### src/hw/rtl/tfde_pkg.sv
package tfde_pkg;

	localparam int unsigned KEY_LEN = 11;
	localparam int unsigned IDX_W = 4;
	localparam int unsigned PID_W = 31;
	localparam logic [PID_W-1:0] PID_MAX = 31'h7fff_ffff;

	localparam logic [7:0] CH_NUL = 8'h00;
	localparam logic [7:0] CH_TAB = 8'h09;
	localparam logic [7:0] CH_LF = 8'h0a;
	localparam logic [7:0] CH_SPACE = 8'h20;
	localparam logic [7:0] CH_ZERO = 8'h30;
	localparam logic [7:0] CH_NINE = 8'h39;

	// Newline, then "TracerPid:"; index 0 is the line break itself.
	localparam logic [7:0] KEY_TEXT [0:KEY_LEN-1] = '{
		8'h0a, 8'h54, 8'h72, 8'h61, 8'h63, 8'h65,
		8'h72, 8'h50, 8'h69, 8'h64, 8'h3a
	};

	typedef enum logic [1:0] {
		PH_SEARCH = 2'd0,
		PH_BLANK  = 2'd1,
		PH_DIGITS = 2'd2,
		PH_DONE   = 2'd3
	} phase_t;

	typedef enum logic [2:0] {
		V_CLEAN     = 3'd0,
		V_TRACED    = 3'd1,
		V_ABSENT    = 3'd2,
		V_MALFORMED = 3'd3,
		V_RANGE     = 3'd4
	} verdict_t;

	typedef struct packed {
		phase_t           phase;
		logic [IDX_W-1:0] key_idx;
		logic [PID_W-1:0] acc;
	} scan_state_t;

	typedef struct packed {
		logic             hit;
		verdict_t         verdict;
		logic [PID_W-1:0] pid;
	} scan_result_t;

	localparam scan_state_t SCAN_START = '{
		phase:   PH_SEARCH,
		key_idx: IDX_W'(1),
		acc:     '0
	};

endpackage

### src/hw/rtl/tfde_in_if.sv
interface tfde_in_if;
	logic       valid;
	logic       ready;
	logic [7:0] text_byte;
	logic       end_of_buffer;

	modport source(output valid, output text_byte, output end_of_buffer, input ready);
	modport sink(input valid, input text_byte, input end_of_buffer, output ready);
endinterface

### src/hw/rtl/tfde_out_if.sv
interface tfde_out_if;
	logic        valid;
	logic        ready;
	logic [2:0]  verdict;
	logic [30:0] tracer_pid;

	modport source(output valid, output verdict, output tracer_pid, input ready);
	modport sink(input valid, input verdict, input tracer_pid, output ready);
endinterface

### src/hw/rtl/tfde_scan.sv
module tfde_scan (
	input  tfde_pkg::scan_state_t  state,
	input  logic [7:0]             text_byte,
	input  logic                   end_of_buffer,
	output tfde_pkg::scan_state_t  state_next,
	output tfde_pkg::scan_result_t result
);
	import tfde_pkg::*;

	typedef struct packed {
		scan_state_t  nxt;
		scan_result_t res;
	} feed_t;

	// One byte of the scan; a NUL byte closes the buffer.
	function automatic feed_t feed(scan_state_t s, logic [7:0] b);
		feed_t            f;
		logic             is_digit;
		logic [3:0]       digit;
		logic [PID_W+3:0] n;
		f.nxt = s;
		f.res = '{hit: 1'b0, verdict: V_CLEAN, pid: '0};
		is_digit = (b >= CH_ZERO) && (b <= CH_NINE);
		digit = b[3:0];
		n = ({4'd0, s.acc} << 3) + ({4'd0, s.acc} << 1) + {{PID_W{1'b0}}, digit};
		unique case (s.phase)
			PH_SEARCH: begin
				if (b == CH_NUL) begin
					f.res.hit = 1'b1;
					f.res.verdict = V_ABSENT;
				end else if (s.key_idx != '0 && s.key_idx < IDX_W'(KEY_LEN)
						&& b == KEY_TEXT[s.key_idx]) begin
					f.nxt.key_idx = s.key_idx + IDX_W'(1);
					if (s.key_idx == IDX_W'(KEY_LEN - 1))
						f.nxt.phase = PH_BLANK;
				end else begin
					f.nxt.key_idx = (b == CH_LF) ? IDX_W'(1) : '0;
				end
			end
			PH_BLANK: begin
				if (b == CH_SPACE || b == CH_TAB) begin
					f.nxt.phase = PH_BLANK;
				end else if (is_digit) begin
					f.nxt.acc = {{(PID_W-4){1'b0}}, digit};
					f.nxt.phase = PH_DIGITS;
				end else begin
					f.res.hit = 1'b1;
					f.res.verdict = V_MALFORMED;
				end
			end
			PH_DIGITS: begin
				if (is_digit) begin
					if (n > {4'd0, PID_MAX}) begin
						f.res.hit = 1'b1;
						f.res.verdict = V_RANGE;
					end else begin
						f.nxt.acc = n[PID_W-1:0];
					end
				end else if (b == CH_LF || b == CH_NUL) begin
					f.res.hit = 1'b1;
					if (s.acc == '0) begin
						f.res.verdict = V_CLEAN;
					end else begin
						f.res.verdict = V_TRACED;
						f.res.pid = s.acc;
					end
				end else begin
					f.res.hit = 1'b1;
					f.res.verdict = V_MALFORMED;
				end
			end
			PH_DONE: begin
				f.nxt = s;
			end
			default: begin
				f.nxt = s;
			end
		endcase
		if (b == CH_NUL)
			f.nxt = SCAN_START;
		else if (f.res.hit)
			f.nxt.phase = PH_DONE;
		return f;
	endfunction

	feed_t first;
	feed_t closing;
	logic  close_after;

	always_comb begin
		first = feed(state, text_byte);
		closing = feed(first.nxt, CH_NUL);
		close_after = end_of_buffer && (text_byte != CH_NUL);
	end

	// Next state: a flagged last byte is followed by an implied NUL.
	always_comb begin
		state_next = close_after ? closing.nxt : first.nxt;
	end

	// Result: the byte's own verdict wins over the implied end.
	always_comb begin
		if (first.res.hit || !close_after)
			result = first.res;
		else
			result = closing.res;
	end

endmodule

### src/hw/rtl/text_field_decimal_extractor.sv
// Scans status text one byte per item for the first line starting with
// "TracerPid:", skips blanks and reads the decimal pid. One result item
// (verdict plus pid) comes out per buffer, at the byte that settles it;
// a NUL byte or a byte flagged end_of_buffer closes the buffer and returns
// the scanner to its start state. Input items are taken one per cycle while
// the result register is free or being read: an input register feeds the
// byte-step logic, which updates the scan state and loads the result
// register in the same cycle. Input ready follows output ready whenever
// both registers are occupied.
module text_field_decimal_extractor (
	input  logic              clk,
	input  logic              arst_n,
	tfde_in_if.sink           text,
	tfde_out_if.source        report
);
	import tfde_pkg::*;

	logic         valid_s1;
	logic [7:0]   byte_s1;
	logic         last_s1;

	scan_state_t  state_q;
	scan_state_t  state_next;
	scan_result_t step_res;

	logic         out_valid_q;
	verdict_t     verdict_q;
	logic [PID_W-1:0] pid_q;

	logic         out_free;
	logic         advance;

	assign out_free = !out_valid_q || report.ready;
	assign advance = valid_s1 && out_free;
	assign text.ready = !valid_s1 || out_free;

	tfde_scan u_scan (
		.state         (state_q),
		.text_byte     (byte_s1),
		.end_of_buffer (last_s1),
		.state_next    (state_next),
		.result        (step_res)
	);

	always_ff @(posedge clk or negedge arst_n) begin
		if (!arst_n) begin
			valid_s1 <= 1'b0;
		end else if (text.ready) begin
			valid_s1 <= text.valid;
		end
	end

	always_ff @(posedge clk) begin
		if (text.ready && text.valid) begin
			byte_s1 <= text.text_byte;
			last_s1 <= text.end_of_buffer;
		end
	end

	always_ff @(posedge clk or negedge arst_n) begin
		if (!arst_n) begin
			state_q <= SCAN_START;
		end else if (advance) begin
			state_q <= state_next;
		end
	end

	always_ff @(posedge clk or negedge arst_n) begin
		if (!arst_n) begin
			out_valid_q <= 1'b0;
		end else if (out_free) begin
			out_valid_q <= advance && step_res.hit;
		end
	end

	always_ff @(posedge clk) begin
		if (advance && step_res.hit) begin
			verdict_q <= step_res.verdict;
			pid_q <= step_res.pid;
		end
	end

	assign report.valid = out_valid_q;
	assign report.verdict = verdict_q;
	assign report.tracer_pid = pid_q;

	a_pid_only_traced: assert property (@(posedge clk) disable iff (!arst_n)
		out_valid_q |-> (verdict_q == V_TRACED) || (pid_q == '0))
		else $error("pid reported with a verdict other than traced");

	a_traced_nonzero: assert property (@(posedge clk) disable iff (!arst_n)
		(out_valid_q && verdict_q == V_TRACED) |-> (pid_q != '0))
		else $error("traced verdict carries a zero pid");

	a_stage_held: assert property (@(posedge clk) disable iff (!arst_n)
		(valid_s1 && !advance) |=> (valid_s1 && $stable(byte_s1) && $stable(last_s1)))
		else $error("stalled input stage lost its item");

	a_key_idx_range: assert property (@(posedge clk) disable iff (!arst_n)
		state_q.key_idx <= IDX_W'(KEY_LEN))
		else $error("key match index past key length");

	a_result_only_on_step: assert property (@(posedge clk) disable iff (!arst_n)
		$rose(out_valid_q) |-> $past(advance))
		else $error("result appeared without an item stepped");

endmodule

### src/flat_wrapper.sv
// flat-port wrapper written by rule: the top's interface ports become plain ports
module text_field_decimal_extractor_flat import tfde_pkg::*;
  (clk, arst_n, text_valid, text_text_byte, text_end_of_buffer, text_ready, report_valid, report_verdict, report_tracer_pid, report_ready);
  tfde_in_if text_i ();
  tfde_out_if report_i ();
  input  logic clk;
  input  logic arst_n;
  input wire logic [$bits(text_i.valid)-1:0] text_valid;
  input wire logic [$bits(text_i.text_byte)-1:0] text_text_byte;
  input wire logic [$bits(text_i.end_of_buffer)-1:0] text_end_of_buffer;
  output wire logic [$bits(text_i.ready)-1:0] text_ready;
  output wire logic [$bits(report_i.valid)-1:0] report_valid;
  output wire logic [$bits(report_i.verdict)-1:0] report_verdict;
  output wire logic [$bits(report_i.tracer_pid)-1:0] report_tracer_pid;
  input wire logic [$bits(report_i.ready)-1:0] report_ready;
  assign text_i.valid = text_valid;
  assign text_i.text_byte = text_text_byte;
  assign text_i.end_of_buffer = text_end_of_buffer;
  assign text_ready = text_i.ready;
  assign report_valid = report_i.valid;
  assign report_verdict = report_i.verdict;
  assign report_tracer_pid = report_i.tracer_pid;
  assign report_i.ready = report_ready;
  text_field_decimal_extractor u_core (.clk(clk), .arst_n(arst_n), .text(text_i), .report(report_i));
endmodule
### config.mk
export PLATFORM = sky130hd
export DESIGN_NAME = text_field_decimal_extractor_flat
export DESIGN_NICKNAME = d
export VERILOG_FILES = /design/src/hw/rtl/tfde_pkg.sv /design/src/hw/rtl/tfde_in_if.sv /design/src/hw/rtl/tfde_out_if.sv /design/src/hw/rtl/tfde_scan.sv /design/src/hw/rtl/text_field_decimal_extractor.sv /design/src/flat_wrapper.sv
export SDC_FILE = /design/constraint.sdc
export NUM_CORES = 1
export LEC_CHECK = 0
export BUFFER_PORTS_ARGS = -buffer_cell sky130_fd_sc_hd__buf_2
export CORE_MARGIN = 2
export CORE_UTILIZATION = 35
export DETAILED_ROUTE_END_ITERATION = 12
export GPL_ROUTABILITY_DRIVEN = 0
export PLACE_DENSITY = 0.48
export SYNTH_ARGS = -nofsm -noshare
export SYNTH_HDL_FRONTEND = slang
export SYNTH_SLANG_ARGS = --single-unit
### constraint.sdc
create_clock -name clk -period 6.2 [get_ports clk]
set_input_delay 0.93 -clock clk [delete_from_list [all_inputs] [get_ports clk]]
set_output_delay 0.93 -clock clk [all_outputs]
set_load 0.02 [all_outputs]
[Yosys cells after proc, flatten, opt, wreduce, memory -nomap -nowiden]
Memories as Yosys holds them, arrays and structs flattened.
Cells that the tools add are included.
Storage, ports and cells
  register bits: 82
  ROM bits: 128
  word-level logic and storage cells: 87
  memories: 1
Operators by class
  add/subtract/negate cells: 3
  magnitude comparators: 5
  equal/unequal tests: 9
  muxes and demuxes: 35
  bitwise gates (word level): 1
  reductions and logical operators: 24
Memories
  (no name shown): words 16, bits a word 8, read ports 1, clocked after Yosys merged registers in 0, write ports 0, RTL line tfde_scan.sv:32  | && b == KEY_TEXT[s.key_idx]) begin
Operators with widths (number)
  2-to-1 mux 31 bit: 9
  2-to-1 mux 35 bit: 3
  logical NOT 31 bit: 2
  one-hot mux 31 bit (2 select lines): 1
  2-to-1 mux 37 bit: 1
  adder 34 x 32 -> 35 bit: 1
  adder 35 x 4 -> 35 bit: 1
  > comparator 35 x 31 -> 1 bit, second input constant: 1
  2-to-1 mux 4 bit: 6
  one-hot mux 4 bit (3 select lines): 2
  == test 8 x 4 -> 1 bit, second input constant: 2
  2-to-1 mux 8 bit: 2
  2-to-1 mux 2 bit: 7
  == test 8 x 6 -> 1 bit, second input constant: 1
  == test 8 bit: 1
  >= comparator 8 x 6 -> 1 bit, second input constant: 1
  less-or-equal comparator 8 x 6 -> 1 bit, second input constant: 1
  logical NOT 8 bit: 1
  nonzero test 8 bit: 1
  logical AND 1 bit: 7
  >= comparator 5 bit, second input constant: 1
  logical OR 1 bit: 5
  inverter 4 -> 5 bit: 1
  adder 4 x 1 -> 4 bit, second input constant: 1
  other kinds (11): 18

[Logic depth before layout (Yosys ltp)]
Gate-level depths: netlist of run 1.
  word-level depth: 14
  mapped depth: 19

[By module]
Synthesis of run 1 repeated with hierarchy kept, for this count alone.
Second synthesis, totals
  cells, all modules: 818
  area, all modules: 7450.9 µm²
By module, submodules not included
  tfde_scan: times used 1, cells each 687, area each 4531.8 µm², seq. area each 0.0 µm²
  text_field_decimal_extractor: times used 1, cells each 131, area each 2919.0 µm², seq. area each 2268.4 µm²

[Worst setup path before layout of run 1]
No wires, ideal clock.
  kind: reg-to-reg
  start point: register u_core.byte_s1[3]
  end point: register u_core.pid_q[0], in the netlist u_core.report.tracer_pid[0], enable pin
  data arrival time: 4.699 ns
  required time: 5.775 ns
  slack: 1.076 ns
  stages on the path, launching flop included: 16
  clock period less this slack: 5.124 ns
  path through: edfxtp_1 buf_2 inv_1 fa_1 fa_1 nor2b_1 o2111ai_1 a211oi_2 o31ai_1 a21o_1 o221a_2 nand3_1 nand2_1 a21oi_1 a21oi_1 nor2_1
On the way
  longest elaborated chain between the ends: 11
Ends and longest elaborated chain
  start, declared: RTL line text_field_decimal_extractor.sv:19  | logic [7:0] byte_s1;
  start signal, assigned: RTL line text_field_decimal_extractor.sv:55  | byte_s1 <= text.text_byte;
  adder 35 x 4 -> 35 bit (tied with other cells): RTL line tfde_scan.sv:25  | n = ({4'd0, s.acc} << 3) + ({4'd0, s.acc} << 1) + {{PID_W{1'b0}}, digit};
  > comparator 35 x 31 -> 1 bit / logical AND 1 bit (equally long branches): RTL line tfde_scan.sv:53, tfde_scan.sv:23
  2-to-1 mux 4 bit (tied with other cells): RTL line tfde_scan.sv:53  | if (n > {4'd0, PID_MAX}) begin
  2-to-1 mux 4 bit (tied with other cells): RTL line tfde_scan.sv:52  | if (is_digit) begin
  one-hot mux 4 bit (3 select lines) / one-hot mux 2 bit (2 select lines) (equally long branches): RTL line tfde_scan.sv:26  | unique case (s.phase)
  2-to-1 mux 2 bit: RTL line tfde_scan.sv:81  | else if (f.res.hit)
  2-to-1 mux 2 bit: RTL line tfde_scan.sv:79  | if (b == CH_NUL)
  == test 2 bit (tied with other cells): RTL line tfde_scan.sv:26
  one-hot mux 4 bit (3 select lines): RTL line tfde_scan.sv:26
  2-to-1 mux 35 bit *: RTL line tfde_scan.sv:103  | if (first.res.hit || !close_after)
  logical AND 1 bit *: RTL line text_field_decimal_extractor.sv:77  | if (advance && step_res.hit) begin
  end signal, assigned: RTL line text_field_decimal_extractor.sv:79  | pid_q <= step_res.pid;
  end, declared: RTL line text_field_decimal_extractor.sv:28  | logic [PID_W-1:0] pid_q;
Mark *: on every way between the ends. The rest lies on a longest branch, timed or not.
A chain may end at the register's enable or synchronous reset.

==> out/qor.txt, run 1 <==
DRT antenna net count: 0
Global route overflow: 0
Post-CTS repair timing setup buffer count: 0
Yosys warning count: 0
Cell count after synthesis: 803
Clock Path Buffers: 2
Slowest CP cell: o221ai_2
CTS Hold Bufs: 0
Worst Max-Slew Pin Slew: 1050 ps
First-pass GRT wire length: 36.1 mm
Vias in the first global route: 6106
WL per Instance: 21.0 microns
Synth top area share: 18.3%
Vias: 6661
Max-cap viol count: 0
CP Class: reg -> reg
Largest net degree at the start of global routing: 40
CP Data Required Time: 6290 ps
Final setup fails: 0
Period minus WS final: 5260 ps
Num rows: 51
CTS root buffer: clkbuf_16
Dominant synthesized flop cell: edfxtp_1
Cell count after placement: 1085
DRC: 0
CP Data Arrival Time: 5350 ps
DIE AREA: 21300 sq um
Post-DP HPWL: 18.1 mm
Layout cell share with drive strength beyond 1: 10.6%
Post-synth EDFFs: 43
Leak Pwr: 3.33 nW
Routed WL: 23.1 mm
Initial Util: 35.9%
Area leader, netlist: edfxtp_1
Post-CTS sizing: 0
TritonCTS clock tree: yes
Die Wd: 146 microns
Io pins: 49
Layout filler cell count: 1987
Most common cell in the netlist: nand2_1
Status: completed
Vias per inst: 6.05
Slew HR: 29.1%
Crit share post-route: 84.9%
Crit. End Element: register
Startpoint types: register
Non-filler cells, final: 1101
Syn Area/Cell: 8.77 sq um
Core Region: 19600 sq um
Max Fanout on Critical Path: 18
Pins Over Slew Limit: 0
Die span in y: 146 microns
Hold crit path type: reg -> reg
Clock latency on the worst-skew pair: 360 ps
Area delta synth->final: 10.4%
CP max stage delay: 700 ps
RSZ-0062 raised after global routing: no
Clock sinks: 82
Initial antenna violation count: 1
Initial DRC Count: 653
Syn Std Cell Area: 7040 sq um
Synth area leaders: edfxtp_1 (18%), dfrtp_1 (14%), ha_1 (13%)
TritonRoute pass-1 iters: 5
Most frequent cells after synthesis: nand2_1 (105), o21ai_0 (76), ha_1 (71)
Post-synth cell types: 81
Syn nets: 889
H-tree levels: 3
Total GRT Usage: 21.7%
IO Port Bufs: 48
PnR worst setup slack: 937 ps
Worst Skew: 15.5 ps
Setup TNS: 0 ps
Pre-CTS setup slack: 1030 ps
Worst-path cell chain: inv_1 -> fa_1 -> fa_1 -> nor2b_1 -> o2111ai_1 -> a211oi_2 -> o21ai_0 -> and4bb_1 -> o221ai_2 -> o31ai_1 -> a22oi_1 -> nor4bb_1 -> nand4b_1 -> o31ai_1 -> o211ai_1
CTS buffer count: 9
Power density cells: 252 nW/um^2
Fin nets: 917
Final core occ: 39.7%
Hold Vio Cnt, Final: 0
FFs w/ async S/R, synth: 47.6%
Max VDD drop: 144 uV
Reg clk slew, reported paths: 80 ps
Sequential fraction of the synthesis area: 32.2%
Max Fclk: 190 MHz
Number of diodes: 0
Post-synthesis register bit count: 82
## placed cells by master, fill, tap and decap left out, types with 13 or more instances in the layout
cell,Yosys,final
dfrtp_1,38,38
nand3_1,15,15
edfxtp_1,43,43
ha_1,71,71
a22o_1,33,33
nand4_1,13,13
a21o_1,13,13
inv_1,27,27
buf_2,11,48
xnor2_1,17,17
nor3_1,20,20
xor2_1,16,16
nand2_1,105,105
a21oi_1,48,48
o21ai_0,76,76
nor2_1,44,43
## stage by stage
stage	hold slack [ps]	cell area, sq um	power [mW]
floorplan	514	7040	1.21
global placement	534	7470	1.42
detailed placement	558	7470	1.42
CTS	577	7770	1.97
global route	640	7770	2.06
finish	576	7770	1.96
## routing by layer
metal  up-vias  share of wire, %  GRT usage [%]
met4         0               2.5           6.57
met3        38               7.4           2.98
li1       3119                 -              -
met1      3200                47           32.4
met5         -                 0              0
met2       304                43           32.3
## logic make-up (layout without fill, tap and decap cells)
| group | after synthesis | count (layout) | share of synthesized area [%] |
|---|---|---|---|
| xor gates and xnor gates | 33 | 33 | 4.11 |
| AOI/OAI and AO/OA | 280 | 280 | 27.2 |
| buffers and inverters | 62 | 95 | 3.86 |
| DFF | 82 | 82 | 32.2 |
| adders and majority gates | 73 | 73 | 13.2 |
| muxes | 3 | 3 | 0.427 |
| and+or+nand+nor | 270 | 270 | 19.0 |
## cell type report
class,instances,area [sq um],share of cell area [%]
multi-input cells,659,4500,57.9
flip-flops and latches,82,2270,29.2
well taps,265,332,4.27
repair buffers,52,270,3.48
clock buffers,9,225,2.90
inverters,27,101,1.30
clock inverters,7,73.8,0.950
## final timing paths
path	slack [ps]	depth (start not counted)	start	to
max	940	15	u_core.state_q[0]	u_core.report.verdict[0]
max reg2reg	940	15	u_core.state_q[0]	u_core.report.verdict[0]
min in group asynchronous	710	1	arst_n	u_core.state_q[29]
min reg2reg	580	2	u_core.report.valid	u_core.report.valid
max in group asynchronous	4900	1	arst_n	u_core.state_q[21]
min	580	2	u_core.report.valid	u_core.report.valid
## state kept, by name, summed over array words and instances (netlist names)
name,count
u_core.state_q,37
u_core.report.tracer_pid,31
u_core.byte_s1,8
u_core.report.verdict,3
u_core.last_s1,1
u_core.report.valid,1
u_core.valid_s1,1
## worst max-delay path, delay by kind of cell (launching register included)
family          cells  cell delay (ps)
simple gates        4              890
flops               1              470
compound gates      8             2490
buf+inv             1              120
fa+ha+maj           2             1020
## where the power goes
| group | switching, mW | leakage (nW) | internal, mW |
|---|---|---|---|
| Clock | 0.259 | 0.140 | 0.284 |
| Sequential | 0.0489 | 0.954 | 0.674 |
| Combinational | 0.485 | 2.23 | 0.206 |
Power figures use the tool's default switching activity.
==> run 2: changes to the inputs <==
==> constraint.sdc (replaced) <==
create_clock -name clk -period 4.9 [get_ports clk]
set_input_delay 0.735 -clock clk [delete_from_list [all_inputs] [get_ports clk]]
set_output_delay 0.735 -clock clk [all_outputs]
set_load 0.02 [all_outputs]
==> run 2 against run 1 <==
Non-clock buffer count up 36. Die area unchanged. Critical path type unchanged. Critical endpoint unchanged. Register-to-register slack got worse by 730 ps. Power rose by 34%. Highest routed layer unchanged. Sequential cell count is the same. Largest power group is now combinational cells. Sequential share of layout area is 1.3 points lower. Sequential power grew 25%. Clock-buffer cell count is the same. Setup slack got worse by 730 ps. Hold slack lost 52 ps.
==> out/qor.txt, run 2 (synthesized netlist as in run 1, its figures left out) <==
Max Fclk: 213 MHz
CP Data Required Time: 4990 ps
Most common cell after layout, fill and taps aside: nand2_1
GRT Max-Usage Layer: met1
Final setup fails: 0
Num rows: 51
Die span in y: 146 microns
Layout filler cell count: 1970
CP max stage delay: 510 ps
DRT antenna net count: 0
IO Port Bufs: 48
Biggest register: u_core.state_q
Worst Max-Slew Pin Slew: 1050 ps
Clock sinks: 82
Most frequent cells in the layout: nand2_1 (105), o21ai_0 (75), ha_1 (71)
Setup TNS: 0 ps
Seq. cell area: 2270 sq um
Max VDD drop: 204 uV
Post-DP HPWL: 19.0 mm
Status: completed
Max-cap viol count: 0
WL per Instance: 21.1 microns
Startpoint types: register
Reg clk slew, reported paths: 70 ps
Die Wd: 146 microns
Layout cell share with drive strength beyond 1: 15.4%
Global route overflow: 0
Initial antenna violation count: 0
Routed WL: 24.0 mm
Max Fanout on Critical Path: 10
Pins Over Slew Limit: 0
TritonCTS clock tree: yes
Final core occ: 41.6%
TritonRoute pass-1 iters: 9
Area delta synth->final: 15.7%
Io pins: 49
DIE AREA: 21300 sq um
CP Class: reg -> reg
Placed Area: 7730 sq um
Fin nets: 953
Number of diodes: 0
CP most frequent cell: ha_1
Worst hold slack: 524 ps
CTS Hold Bufs: 0
Cell count after placement: 1118
Hold crit path type: in -> async
Kind of cell adding the most delay to the critical path: compound AO/OA/AOI/OAI gates
Initial DRC Count: 567
Power density cells: 323 nW/um^2
Met3 GRT Util: 4.58%
Vias per inst: 5.96
Vias: 6774
Pre-CTS setup slack: 87.9 ps
Number of flip-flops in the largest register: 37
Crit. End Element: register
Initial Util: 35.9%
Slew HR: 30.1%
DRC: 0
Clock Path Buffers: 2
Period minus WS final: 4690 ps
Clock latency on the worst-skew pair: 350 ps
CTS root buffer: clkbuf_16
Vias in the first global route: 6309
CTS buffer count: 9
PnR worst setup slack: 208 ps
H-tree levels: 3
GR Util met2: 32.1%
Core Region: 19600 sq um
Post-route total power: 2.63 mW
Non-filler cells, final: 1137
Slowest CP cell: dfrtp_1
Total GRT Usage: 22.1%
Post-route cell area: 8150 sq um
Worst Skew: 14.4 ps
Leak Pwr: 3.53 nW
CP Data Arrival Time: 4780 ps
Crit share post-route: 95.8%
Buf/Inv on CP: 1
Footprint of the multi-input gates: 4560 sq um
M1 GR Usage: 32.2%
RSZ-0062 raised after global routing: no
Largest net degree at the start of global routing: 40
Worst-path cell chain: ha_1 -> ha_1 -> o21ai_1 -> a2111oi_2 -> a211oi_1 -> buf_4 -> and4b_1 -> a21o_1 -> o221a_2 -> a41oi_1 -> o2bb2ai_1 -> or2_0 -> a2111o_1 -> o31ai_2 -> o211ai_1
First-pass GRT wire length: 37.0 mm
Hold Vio Cnt, Final: 0
run 2: where the power goes:
part           switching, mW  total [mW]  internal, mW
registers             0.0520       0.904         0.852
clock network          0.305       0.760         0.456
logic                  0.664       0.967         0.304
run 2: what timing repair did:
action | CTS | global route
setup endpoints to repair | 0 | 11
gates resized for setup | 0 | 12
setup buffers | 0 | 3
run 2: routing by layer:
layer	part of all wire, %	routed length, microns	vias up
met4	3.3	800	0
met5	0	0	-
met1	47	11200	3243
met3	7.4	1780	53
li1	-	-	3188
met2	42	10200	290
run 2: worst paths after layout:
check,startpoint,end,slack (ps),cells past startpoint
setup / recovery,u_core.state_q[18],u_core.report.verdict[0],210,15
hold / removal,arst_n,u_core.state_q[29],520,1
setup reg to reg,u_core.state_q[18],u_core.report.verdict[0],210,15
hold reg to reg,u_core.report.valid,u_core.report.valid,570,2
max in group asynchronous,arst_n,u_core.state_q[12],3780,1
min in group clk,text_text_byte[4],u_core.byte_s1[4],560,1
run 2: cell type report:
| cell class | instances | share of cell area (%) |
|---|---|---|
| flip-flops and latches | 82 | 27.8 |
| multi-input cells | 659 | 56.0 |
| clock inverters | 7 | 1.29 |
| inverters | 27 | 1.24 |
| well taps | 265 | 4.07 |
| clock buffers | 9 | 2.76 |
| repair buffers | 88 | 6.79 |
run 2: worst reg2reg max path: stages, from the launching register on:
cell and delay [ps]:
dfrtp_1 510, ha_1 360, ha_1 490, o21ai_1 190, a2111oi_2 390, a211oi_1 130, buf_4 180, and4b_1 200
a21o_1 210, o221a_2 340, a41oi_1 230, o2bb2ai_1 100, or2_0 280, a2111o_1 420, o31ai_2 260, o211ai_1 130
